<file path="config.mk">
export PLATFORM = sky130hd
export DESIGN_NAME = point_box_distance_bounds_top
export DESIGN_NICKNAME = d
export VERILOG_FILES = /design/src/hw/rtl/pbdb_pkg.sv /design/src/hw/rtl/pbdb_acc.sv /design/src/hw/rtl/pbdb_cell.sv /design/src/hw/rtl/point_box_distance_bounds_top.sv
export VERILOG_INCLUDE_DIRS = /design/src /design/src/hw/rtl
export SDC_FILE = /design/constraint.sdc
export NUM_CORES = 2
export LEC_CHECK = 0
export CORE_ASPECT_RATIO = 0.8
export CORE_MARGIN = 2
export CORE_UTILIZATION = 50
export DETAILED_ROUTE_END_ITERATION = 10
export DONT_BUFFER_PORTS = 1
export SYNTH_ARGS = -nofsm -noshare
export SYNTH_HDL_FRONTEND = slang
export SYNTH_SLANG_ARGS = --single-unit
export TNS_END_PERCENT = 1
</file>
<file path="constraint.sdc">
create_clock -name clk -period 5 [get_ports clk]
set_clock_uncertainty 0.1 [all_clocks]
set_input_delay 0.25 -clock clk [delete_from_list [all_inputs] [get_ports clk]]
set_output_delay 0.25 -clock clk [all_outputs]
set_load 0.02 [all_outputs]
</file>
<file path="src/hw/rtl/point_box_distance_bounds_top_defines.svh">
// Assertion macros shared by the point-to-box distance bounds RTL.
// No dependencies; each macro expects clk and arst_n in the enclosing scope.
`ifndef POINT_BOX_DISTANCE_BOUNDS_TOP_DEFINES_SVH
`define POINT_BOX_DISTANCE_BOUNDS_TOP_DEFINES_SVH

// Consequent must hold in the same cycle as the antecedent.
`define PBDB_ASSERT_NOW(lbl, ante, cons, msg) \
	lbl: assert property (@(posedge clk) disable iff (!arst_n) (ante) |-> (cons)) \
		else $error(msg);

// Consequent must hold in the cycle after the antecedent.
`define PBDB_ASSERT_NEXT(lbl, ante, cons, msg) \
	lbl: assert property (@(posedge clk) disable iff (!arst_n) (ante) |=> (cons)) \
		else $error(msg);

`endif

</file>
<file path="src/hw/rtl/pbdb_pkg.sv">
// Package for the point-to-box distance bounds block: widths, payload and
// square-root chain types. No dependencies.
package pbdb_pkg;

	localparam int COORD_W = 16;          // Q8.8 coordinate width
	localparam int DIFF_W  = COORD_W + 1; // signed difference of two coordinates
	localparam int MAG_W   = COORD_W;     // magnitude of such a difference
	localparam int SQ_W    = 2 * MAG_W;   // squared magnitude
	localparam int SUM_W   = 44;          // Q28.16 running sum
	localparam int ROOT_W  = SUM_W / 2;   // Q14.8 result
	localparam int REM_W   = ROOT_W + 3;  // partial remainder of the root

	typedef struct packed {
		logic signed [COORD_W-1:0] query_coord;
		logic signed [COORD_W-1:0] box_low;
		logic signed [COORD_W-1:0] box_high;
		logic                      last_dim;
	} pbdb_req_t;

	typedef struct packed {
		logic [ROOT_W-1:0] min_dist;
		logic [ROOT_W-1:0] max_dist;
	} pbdb_rsp_t;

	// One square-root lane: radicand bits still to consume, remainder, root so far.
	typedef struct packed {
		logic [SUM_W-1:0]  rad;
		logic [REM_W-1:0]  rem;
		logic [ROOT_W-1:0] root;
	} pbdb_lane_t;

	// What one cell hands to the next each cycle.
	typedef struct packed {
		logic       valid;
		pbdb_lane_t near;
		pbdb_lane_t far;
	} pbdb_stage_t;

endpackage

</file>
<file path="src/hw/rtl/pbdb_acc.sv">
// Front end: per-dimension gap and farthest-edge distance, squares, and the two
// saturating running sums. Depends on pbdb_pkg and the assertion macro header.
`include "point_box_distance_bounds_top_defines.svh"

module pbdb_acc (
	input  logic                 clk,
	input  logic                 arst_n,
	input  logic                 adv,
	input  logic                 req_fire,
	input  pbdb_pkg::pbdb_req_t  req,
	output pbdb_pkg::pbdb_stage_t stage_s2
);
	import pbdb_pkg::*;

	logic signed [DIFF_W-1:0] q_ext, lo_ext, hi_ext;
	logic signed [DIFF_W-1:0] d_lo, d_hi;
	logic [MAG_W-1:0]         m_lo, m_hi, gap, far;

	logic              valid_s1;
	logic              last_s1;
	logic [SQ_W-1:0]   near_sq_s1, far_sq_s1;

	logic [SUM_W-1:0]  near_sum_q, far_sum_q;
	logic [SUM_W:0]    near_add, far_add;
	logic [SUM_W-1:0]  near_tot, far_tot;

	logic              valid_s2;
	pbdb_lane_t        near_s2, far_s2;

	// Form the outside gap and the larger edge distance
	always_comb begin
		q_ext  = DIFF_W'(req.query_coord);
		lo_ext = DIFF_W'(req.box_low);
		hi_ext = DIFF_W'(req.box_high);
		d_lo   = q_ext - lo_ext;
		d_hi   = q_ext - hi_ext;
		m_lo   = d_lo[DIFF_W-1] ? MAG_W'(-d_lo) : MAG_W'(d_lo);
		m_hi   = d_hi[DIFF_W-1] ? MAG_W'(-d_hi) : MAG_W'(d_hi);
		if (q_ext < lo_ext) begin
			gap = m_lo;
		end else if (q_ext > hi_ext) begin
			gap = m_hi;
		end else begin
			gap = '0;
		end
		far = (m_lo > m_hi) ? m_lo : m_hi;
	end

	// Square both distances into stage 1
	always_ff @(posedge clk or negedge arst_n) begin
		if (!arst_n) begin
			valid_s1 <= 1'b0;
		end else if (adv) begin
			valid_s1 <= req_fire;
		end
	end

	always_ff @(posedge clk) begin
		if (adv && req_fire) begin
			near_sq_s1 <= gap * gap;
			far_sq_s1  <= far * far;
			last_s1    <= req.last_dim;
		end
	end

	// Saturating add; a carry out clamps at the top of the sum range
	always_comb begin
		near_add = {1'b0, near_sum_q} + (SUM_W+1)'(near_sq_s1);
		far_add  = {1'b0, far_sum_q} + (SUM_W+1)'(far_sq_s1);
		near_tot = near_add[SUM_W] ? '1 : near_add[SUM_W-1:0];
		far_tot  = far_add[SUM_W] ? '1 : far_add[SUM_W-1:0];
	end

	// Accumulate, and on the last dimension hand the totals on and clear
	always_ff @(posedge clk or negedge arst_n) begin
		if (!arst_n) begin
			near_sum_q <= '0;
			far_sum_q  <= '0;
			valid_s2   <= 1'b0;
		end else if (adv) begin
			valid_s2 <= valid_s1 && last_s1;
			if (valid_s1) begin
				if (last_s1) begin
					near_sum_q <= '0;
					far_sum_q  <= '0;
				end else begin
					near_sum_q <= near_tot;
					far_sum_q  <= far_tot;
				end
			end
		end
	end

	always_ff @(posedge clk) begin
		if (adv && valid_s1 && last_s1) begin
			near_s2 <= '{rad: near_tot, rem: '0, root: '0};
			far_s2  <= '{rad: far_tot, rem: '0, root: '0};
		end
	end

	assign stage_s2 = '{valid: valid_s2, near: near_s2, far: far_s2};

	`PBDB_ASSERT_NEXT(a_clear_after_last, adv && valid_s1 && last_s1, near_sum_q == '0 && far_sum_q == '0, "sums not cleared after last dimension")
	`PBDB_ASSERT_NEXT(a_hold_on_stall, !adv, $stable(near_sum_q) && $stable(far_sum_q) && $stable(valid_s1), "front end moved while stalled")
	`PBDB_ASSERT_NEXT(a_launch_root, adv && valid_s1 && last_s1, stage_s2.valid, "totals not launched into root chain")

endmodule

</file>
<file path="src/hw/rtl/pbdb_cell.sv">
// One square-root cell: retires one root bit for each of the two sums and
// hands the partial result to the next cell. Depends on pbdb_pkg.
module pbdb_cell (
	input  logic                  clk,
	input  logic                  arst_n,
	input  logic                  adv,
	input  pbdb_pkg::pbdb_stage_t prev,
	output pbdb_pkg::pbdb_stage_t next
);
	import pbdb_pkg::*;

	pbdb_lane_t near_step, far_step;
	logic       valid_q;
	pbdb_lane_t near_q, far_q;

	// Bring down two radicand bits, try the next root bit, keep it if it fits
	function automatic pbdb_lane_t root_step(input pbdb_lane_t cur);
		logic [REM_W-1:0] part;
		logic [REM_W-1:0] trial;
		pbdb_lane_t       res;
		part  = {cur.rem[REM_W-3:0], cur.rad[SUM_W-1:SUM_W-2]};
		trial = {1'b0, cur.root, 2'b01};
		res.rad = {cur.rad[SUM_W-3:0], 2'b00};
		if (part >= trial) begin
			res.rem  = part - trial;
			res.root = {cur.root[ROOT_W-2:0], 1'b1};
		end else begin
			res.rem  = part;
			res.root = {cur.root[ROOT_W-2:0], 1'b0};
		end
		return res;
	endfunction

	always_comb begin
		near_step = root_step(prev.near);
		far_step  = root_step(prev.far);
	end

	// Advance the valid mark with the chain
	always_ff @(posedge clk or negedge arst_n) begin
		if (!arst_n) begin
			valid_q <= 1'b0;
		end else if (adv) begin
			valid_q <= prev.valid;
		end
	end

	// Advance the partial roots only when they carry a request
	always_ff @(posedge clk) begin
		if (adv && prev.valid) begin
			near_q <= near_step;
			far_q  <= far_step;
		end
	end

	assign next = '{valid: valid_q, near: near_q, far: far_q};

endmodule

</file>
<file path="src/hw/rtl/point_box_distance_bounds_top.sv">
// Point-to-box distance bounds. Each request carries one dimension (query
// coordinate and box edges, signed Q8.8); the block squares the outside gap and
// the farthest-edge distance, sums them with saturation at 2^44-1, and on the
// request marked last_dim returns floor square roots of both sums in Q14.8 as
// min_dist and max_dist, then starts the next vector from zero. One request is
// taken every cycle while the output side keeps up. The squares are registered
// at the edge that takes the last request, then the totals, then each of the 22
// root cells adds one result bit. Back-pressure on rsp stalls the whole chain, so
// req_ready follows rsp_ready while a result is waiting.
// Depends on pbdb_pkg, pbdb_acc, pbdb_cell and the assertion macro header.
`include "point_box_distance_bounds_top_defines.svh"

module point_box_distance_bounds_top (
	input  logic                clk,
	input  logic                arst_n,
	input  logic                req_valid,
	output logic                req_ready,
	input  pbdb_pkg::pbdb_req_t req,
	output logic                rsp_valid,
	input  logic                rsp_ready,
	output pbdb_pkg::pbdb_rsp_t rsp
);
	import pbdb_pkg::*;

	logic        adv;
	logic        req_fire;
	pbdb_stage_t chain [0:ROOT_W];

	// Advance everything unless a finished result is held
	assign adv       = !chain[ROOT_W].valid || rsp_ready;
	assign req_ready = adv;
	assign req_fire  = req_valid && adv;

	pbdb_acc u_acc (
		.clk      (clk),
		.arst_n   (arst_n),
		.adv      (adv),
		.req_fire (req_fire),
		.req      (req),
		.stage_s2 (chain[0])
	);

	// Row of root cells, most significant bit first
	for (genvar i = 0; i < ROOT_W; i++) begin : g_cell
		pbdb_cell u_cell (
			.clk    (clk),
			.arst_n (arst_n),
			.adv    (adv),
			.prev   (chain[i]),
			.next   (chain[i+1])
		);
	end

	assign rsp_valid = chain[ROOT_W].valid;
	assign rsp       = '{min_dist: chain[ROOT_W].near.root, max_dist: chain[ROOT_W].far.root};

	`PBDB_ASSERT_NOW(a_min_le_max, rsp_valid, rsp.min_dist <= rsp.max_dist, "min distance above max distance")

endmodule

</file>
; Word level (Yosys, flattened, before mapping)
; Index checks and enable logic that the tools add are counted.
[op_classes]
add_sub_neg = 48
multipliers = 2
n_div = 0
magnitude_cmp = 47
eq_ne = 0
shift = 0
muxes = 53
bitwise = 0
n_reduce_logical = 30
[op_table]
columns = operator, count
row1 = 2-to-1 mux 45 bit, 40
row2 = greater-or-equal comparator 25 x 24 -> 1 bit, 42
row3 = subtractor 23 bit, 40
row4 = 2-to-1 mux 44 bit, 4
row5 = adder 44 x 32 -> 45 bit, 2
row6 = 2-to-1 mux 16 bit, 5
row7 = multiplier 16 x 16 -> 32 bit, 2
row8 = 2-to-1 mux 24 bit, 2
row9 = subtractor 16 x 16 -> 17 bit, 2
row10 = greater-than comparator 16 bit, 2
row11 = negator 16 bit, 2
row12 = logical AND 1 bit, 27
row13 = less-than comparator 16 bit, 1
row14 = subtractor 2 x 1 -> 3 bit (second input constant), 2
row15 = greater-or-equal comparator 2 x 1 -> 1 bit (second input constant), 2
row16 = 2-to-1 mux 1 bit, 2
row17 = AND reduction 2 bit, 1
row18 = logical NOT 1 bit, 1
row19 = logical OR 1 bit, 1
[totals]
regBits = 3083
latchBits = 0
mem_bits_rw = 0
romBits = 0
in_bits = 53
output_inout_bits = 46
word_cells = 341
n_memories = 0

; Longest topological paths before layout
[depth]
depth_word = 6
depth_mapped = 53
depth_no_buf = 50

; By module
; From an unflattened synthesis, not the netlist that was laid out.
[unflattened]
cells_unflattened = 17485
area_unflattened_um2 = 221203.4
[by_module_without_submodules]
columns = mod, instances, cells_per_inst, area_per_inst_um2, seq_area_each_um2
row1 = pbdb_cell at g_cell[12].u_cell ..., 19, 650, 8725.9, 5370.2
row2 = pbdb_acc, 1, 3183, 29891.2, 6786.5
row3 = pbdb_cell at g_cell[0].u_cell ..., 3, 650, 8499.4, 5370.2
row4 = point_box_distance_bounds_top, 1, 2, 22.5, 0.0

; Worst setup path after synthesis
; Ideal clock, no wire load.
[synth_path]
path_kind = input to register
from = input req[33] (netlist name)
to = register u_acc.far_sq_s1[30], data pin
arrival_time_ns = 10.821
required_ns = 4.642
setup_slack_ns = -6.178
stages = 50
n_path_buf = 2
path_cell_list = inv_1 > ha_1 > fa_1 > nand2b_1 > a21oi_1 > o21a_1 > o21a_1 > o211ai_1 > or3_1 > o41ai_2 > xnor2_1 > ha_1 > nand4_1 > or3_1 > nor2_1 > a21oi_1 > o21ai_0 > a21oi_1 > [... 14 more ...] > inv_1 > fa_1 > inv_1 > fa_1 > inv_1 > ha_1 > a21o_1 > a21o_1 > a21o_1 > nand3_1 > nand2_1 > a21oi_1 > o21ai_0 > or4_1 > a31oi_1 > o21ai_0 > a21oi_1 > xnor2_1
[synth_via]
elab_chain_len = 6
word_cells_on_any_way = 9
classes_between = add/sub (4) / mul (1) / order compare (1) / mux (3)
[synth_rtl]
columns = item, line
row1 = start: declaration, point_box_distance_bounds_top.sv:18  ; input pbdb_pkg::pbdb_req_t req,
row2 = "subtractor 16 x 16 -> 17 bit, on equally long branches", "pbdb_acc.sv:35, pbdb_acc.sv:36"
row3 = "negator 16 bit, on equally long branches", "pbdb_acc.sv:37, pbdb_acc.sv:38"
row4 = "2-to-1 mux 16 bit, on equally long branches", "pbdb_acc.sv:37, pbdb_acc.sv:38"
row5 = greater-than comparator 16 bit, pbdb_acc.sv:46  ; far = (m_lo > m_hi) ? m_lo : m_hi;
row6 = 2-to-1 mux 16 bit (*), pbdb_acc.sv:46
row7 = multiplier 16 x 16 -> 32 bit (*), pbdb_acc.sv:61  ; far_sq_s1 <= far * far;
row8 = end signal: assignment, pbdb_acc.sv:61
row9 = end: declaration, pbdb_acc.sv:21  ; logic [SQ_W-1:0] near_sq_s1, far_sq_s1;
; Every way passes the cells marked *; elsewhere a longest branch is shown, timed or not.
; A chain may end at the register's enable or synchronous reset.

; Final worst setup path
[layout_path]
from = input req[33] (netlist name)
to = register u_acc.far_sq_s1[29], data pin
; Same word-level chain as after synthesis.

==> flow_summary.yaml <==
run_status:
  status: "finished with violations"
  violations: "negative setup slack"
clock_tree:
  cts.root.buffer_cell: "clkbuf_16"
  cts_buffers: 274
  clock_path_buffers: 4
  h-tree-depth: 5
  clkSinkCount: 2599
  clkTransAtPathRegs_ps: 60
  cts_tree: "done"
  clk_latency_ps: 850
final_layout:
  final_cell_mix: "2487 x edfxtp_1, 1233 x inv_1, 843 x ha_1, 764 x nand2_1, 724 x nor2_1"
  fin_cells: 15500
  layout.nets: 13000
  drive_gt1_share_pct: 11.7
  syn_to_final_growth_pct: 13.7
  final_common_cell: "edfxtp_1"
global_routing:
  grt_pass1_vias: 83000
  grt_max_degree: 113
  antenna_found_initial: 4
  grtUsageTotal_pct: 20.5
  overflow: 0
  grt_pass1_wl_um: 453000
place:
  place.gp.congestion: 0.877
  place_hpwl_um: 213000
  place_ws_ps: -5810
  place_inst: 15000
  port_buffers: 0
worst_setup_path:
  critPathSlowestCell: "fa_1"
  crit_arrival_ps: 10130
  required_ps: 5490
  start_kind: "input pin"
  cp-end-kind: "flip-flop"
  cp_max_fo: 11
  crit_buf_inv: 11
  crit_start: "req[33]"
  crit_type: "in -> reg"
  crit_family: "adder cells"
  reg2reg_from: "g_cell[12].u_cell.next[22]"
  critPathMostFrequentCell: "fa_1"
  cp_slowest_stage_delay_ps: 550
sta:
  maxSlewViolCount: 0
  finalSetupViolCount: 55
  rsz0062_at_grt: "true"
  post-route-min-period_ps: 9640
  holdWs_ps: 42.5
  setup_ws_ps: -4640
  finalHoldViolations: 0
  period_share_pct: 193
  slew_headroom_pct: 27.4
  worstMarginPinSlew_ps: 1090
  fmax_ghz: 0.104
synth:
  yosys_warnings: 0
  ys_seq_area_share_pct: 57.2
  synth_area_um2: 135000
  ys_ff_latch: 2599
  yosysUniqueCellTypes: 113
  syn_inst: 11000
  synth_edf_count: 2487
  ys.flop_type: "edfxtp_1"
  synth.avg_cell_area_um2: 12.3
  synthArstFlopShare_pct: 4.31
floorplanning:
  std_cell_rows: 170
  die_h_um: 469
  coreArea_um2: 269000
  pin_count: 99
  initial_core_util_pct: 50.4
  die_x_um: 586
  dieArea_um2: 275000
detailed_routing:
  drc_errors: 0
  routed_wirelength_um: 283000
  routed_via_density: 5.34
  dr.pass1.iters: 6
  num_vias: 83000
  ant_nets: 0
  initialDrtViolationCount: 5598
  wl_per_cell_um: 18.2
worst_hold_path:
  hold_path.class: "in -> async"
run:
  cap_violations: 0
-- sequential cells by signal, indices dropped and copies added, names as in the netlist, 22 cells and up --
register               flops
u_acc.far_sq_s1           31
u_acc.near_sq_s1          31
g_cell.u_cell.valid_q     22
g_cell.u_cell.next      2336
u_acc.far_sum_q           44
u_acc.stage_s2            88
u_acc.near_sum_q          44
-- final timing paths --
| check | to | slack [ps] | depth (start not counted) |
|---|---|---|---|
| worst max-delay path | u_acc.far_sq_s1[29] | -4640 | 47 |
| worst min-delay path | u_acc.far_sum_q[27] | 40 | 2 |
| worst max register to register | g_cell[13].u_cell.next[35] | 660 | 12 |
| worst min register to register | g_cell[6].u_cell.next[67] | 260 | 0 |
| max in group asynchronous | g_cell[17].u_cell.valid_q | 4180 | 2 |
| min in group clk | g_cell[6].u_cell.next[67] | 260 | 0 |
-- final cells by class --
class	count	area, µm²
Antenna cell	4	10.0
Clock buffer	346	7320
Clock inverter	143	1440
Fill cell	21900	115000
Inverter	1257	4760
Multi-Input combinational cell	6947	53100
Sequential cell	2599	77500
Tap cell	3612	4520
Timing Repair Buffer	627	5310
-- synthesized netlist by cell type, drive strengths merged (76+ instances only) --
library cell | number | area, µm²
nand2b | 162 | 1010
nand2 | 768 | 2880
o21ai | 515 | 2600
edfxtp | 2487 | 74700
a21oi | 593 | 3010
xor2 | 357 | 3130
nor2 | 750 | 2830
xnor2 | 467 | 4110
nor3 | 281 | 1410
a21o | 251 | 1880
nor4 | 94 | 607
nor2b | 109 | 682
dfrtp | 112 | 2800
buf | 83 | 566
or3 | 76 | 475
o21a | 148 | 1110
ha | 861 | 10800
clkbuf | 156 | 587
fa | 330 | 6610
nand4 | 82 | 513
nand3 | 151 | 761
inv | 1250 | 4700
o31ai | 95 | 723
-- per-stage QoR --
stage / cell area, µm² / TNS, ps / util, %
floorplan: 136000 / -184300 / -
global placement: 144000 / -233080 / 53.5
detailed placement: 144000 / -237510 / 53.5
CTS: 153000 / -167690 / 57.0
global route: 154000 / -183940 / 57.3
finish: 154000 / -170070 / 57.3
-- what timing repair did --
item / 4_1_cts / 5_1_grt
resized for setup: 105 / 77
hold buffers: 6 / 0
setup endpoints to repair: 56 / 56
setup buffers: 17 / 13
gates cloned: 1 / 2
endpoints found under the hold margin: 184 / 0
pin swaps: 52 / 64
-- cells by family (layout without fill, tap and decap cells) --
kind of cell | Yosys count | after routing | synth area share [%]
buffers and inverters | 1496 | 2373 | 4.34
AOI/OAI and AO/OA | 2060 | 2060 | 9.74
and+or+nand+nor | 2808 | 2808 | 10.0
DFF | 2599 | 2599 | 57.2
adders and majority gates | 1191 | 1191 | 12.8
other | 1 | 6 | 0.00277
muxes | 62 | 62 | 0.512
xor gates and xnor gates | 824 | 824 | 5.34
-- routing by layer --
metal  GRT usage (%)  vias to the layer above  part of all wire, %
met2            32.8                     1501                   46
li1                -                    40700                    -
met5               0                        -               0.0042
met4            5.45                        2                  2.6
met3            2.10                      445                  3.3
met1            29.8                    40300                   48
Power is left out: the tool's default activity adds up to more than one toggle a clock period on the data nets, which glitch-free logic cannot reach.
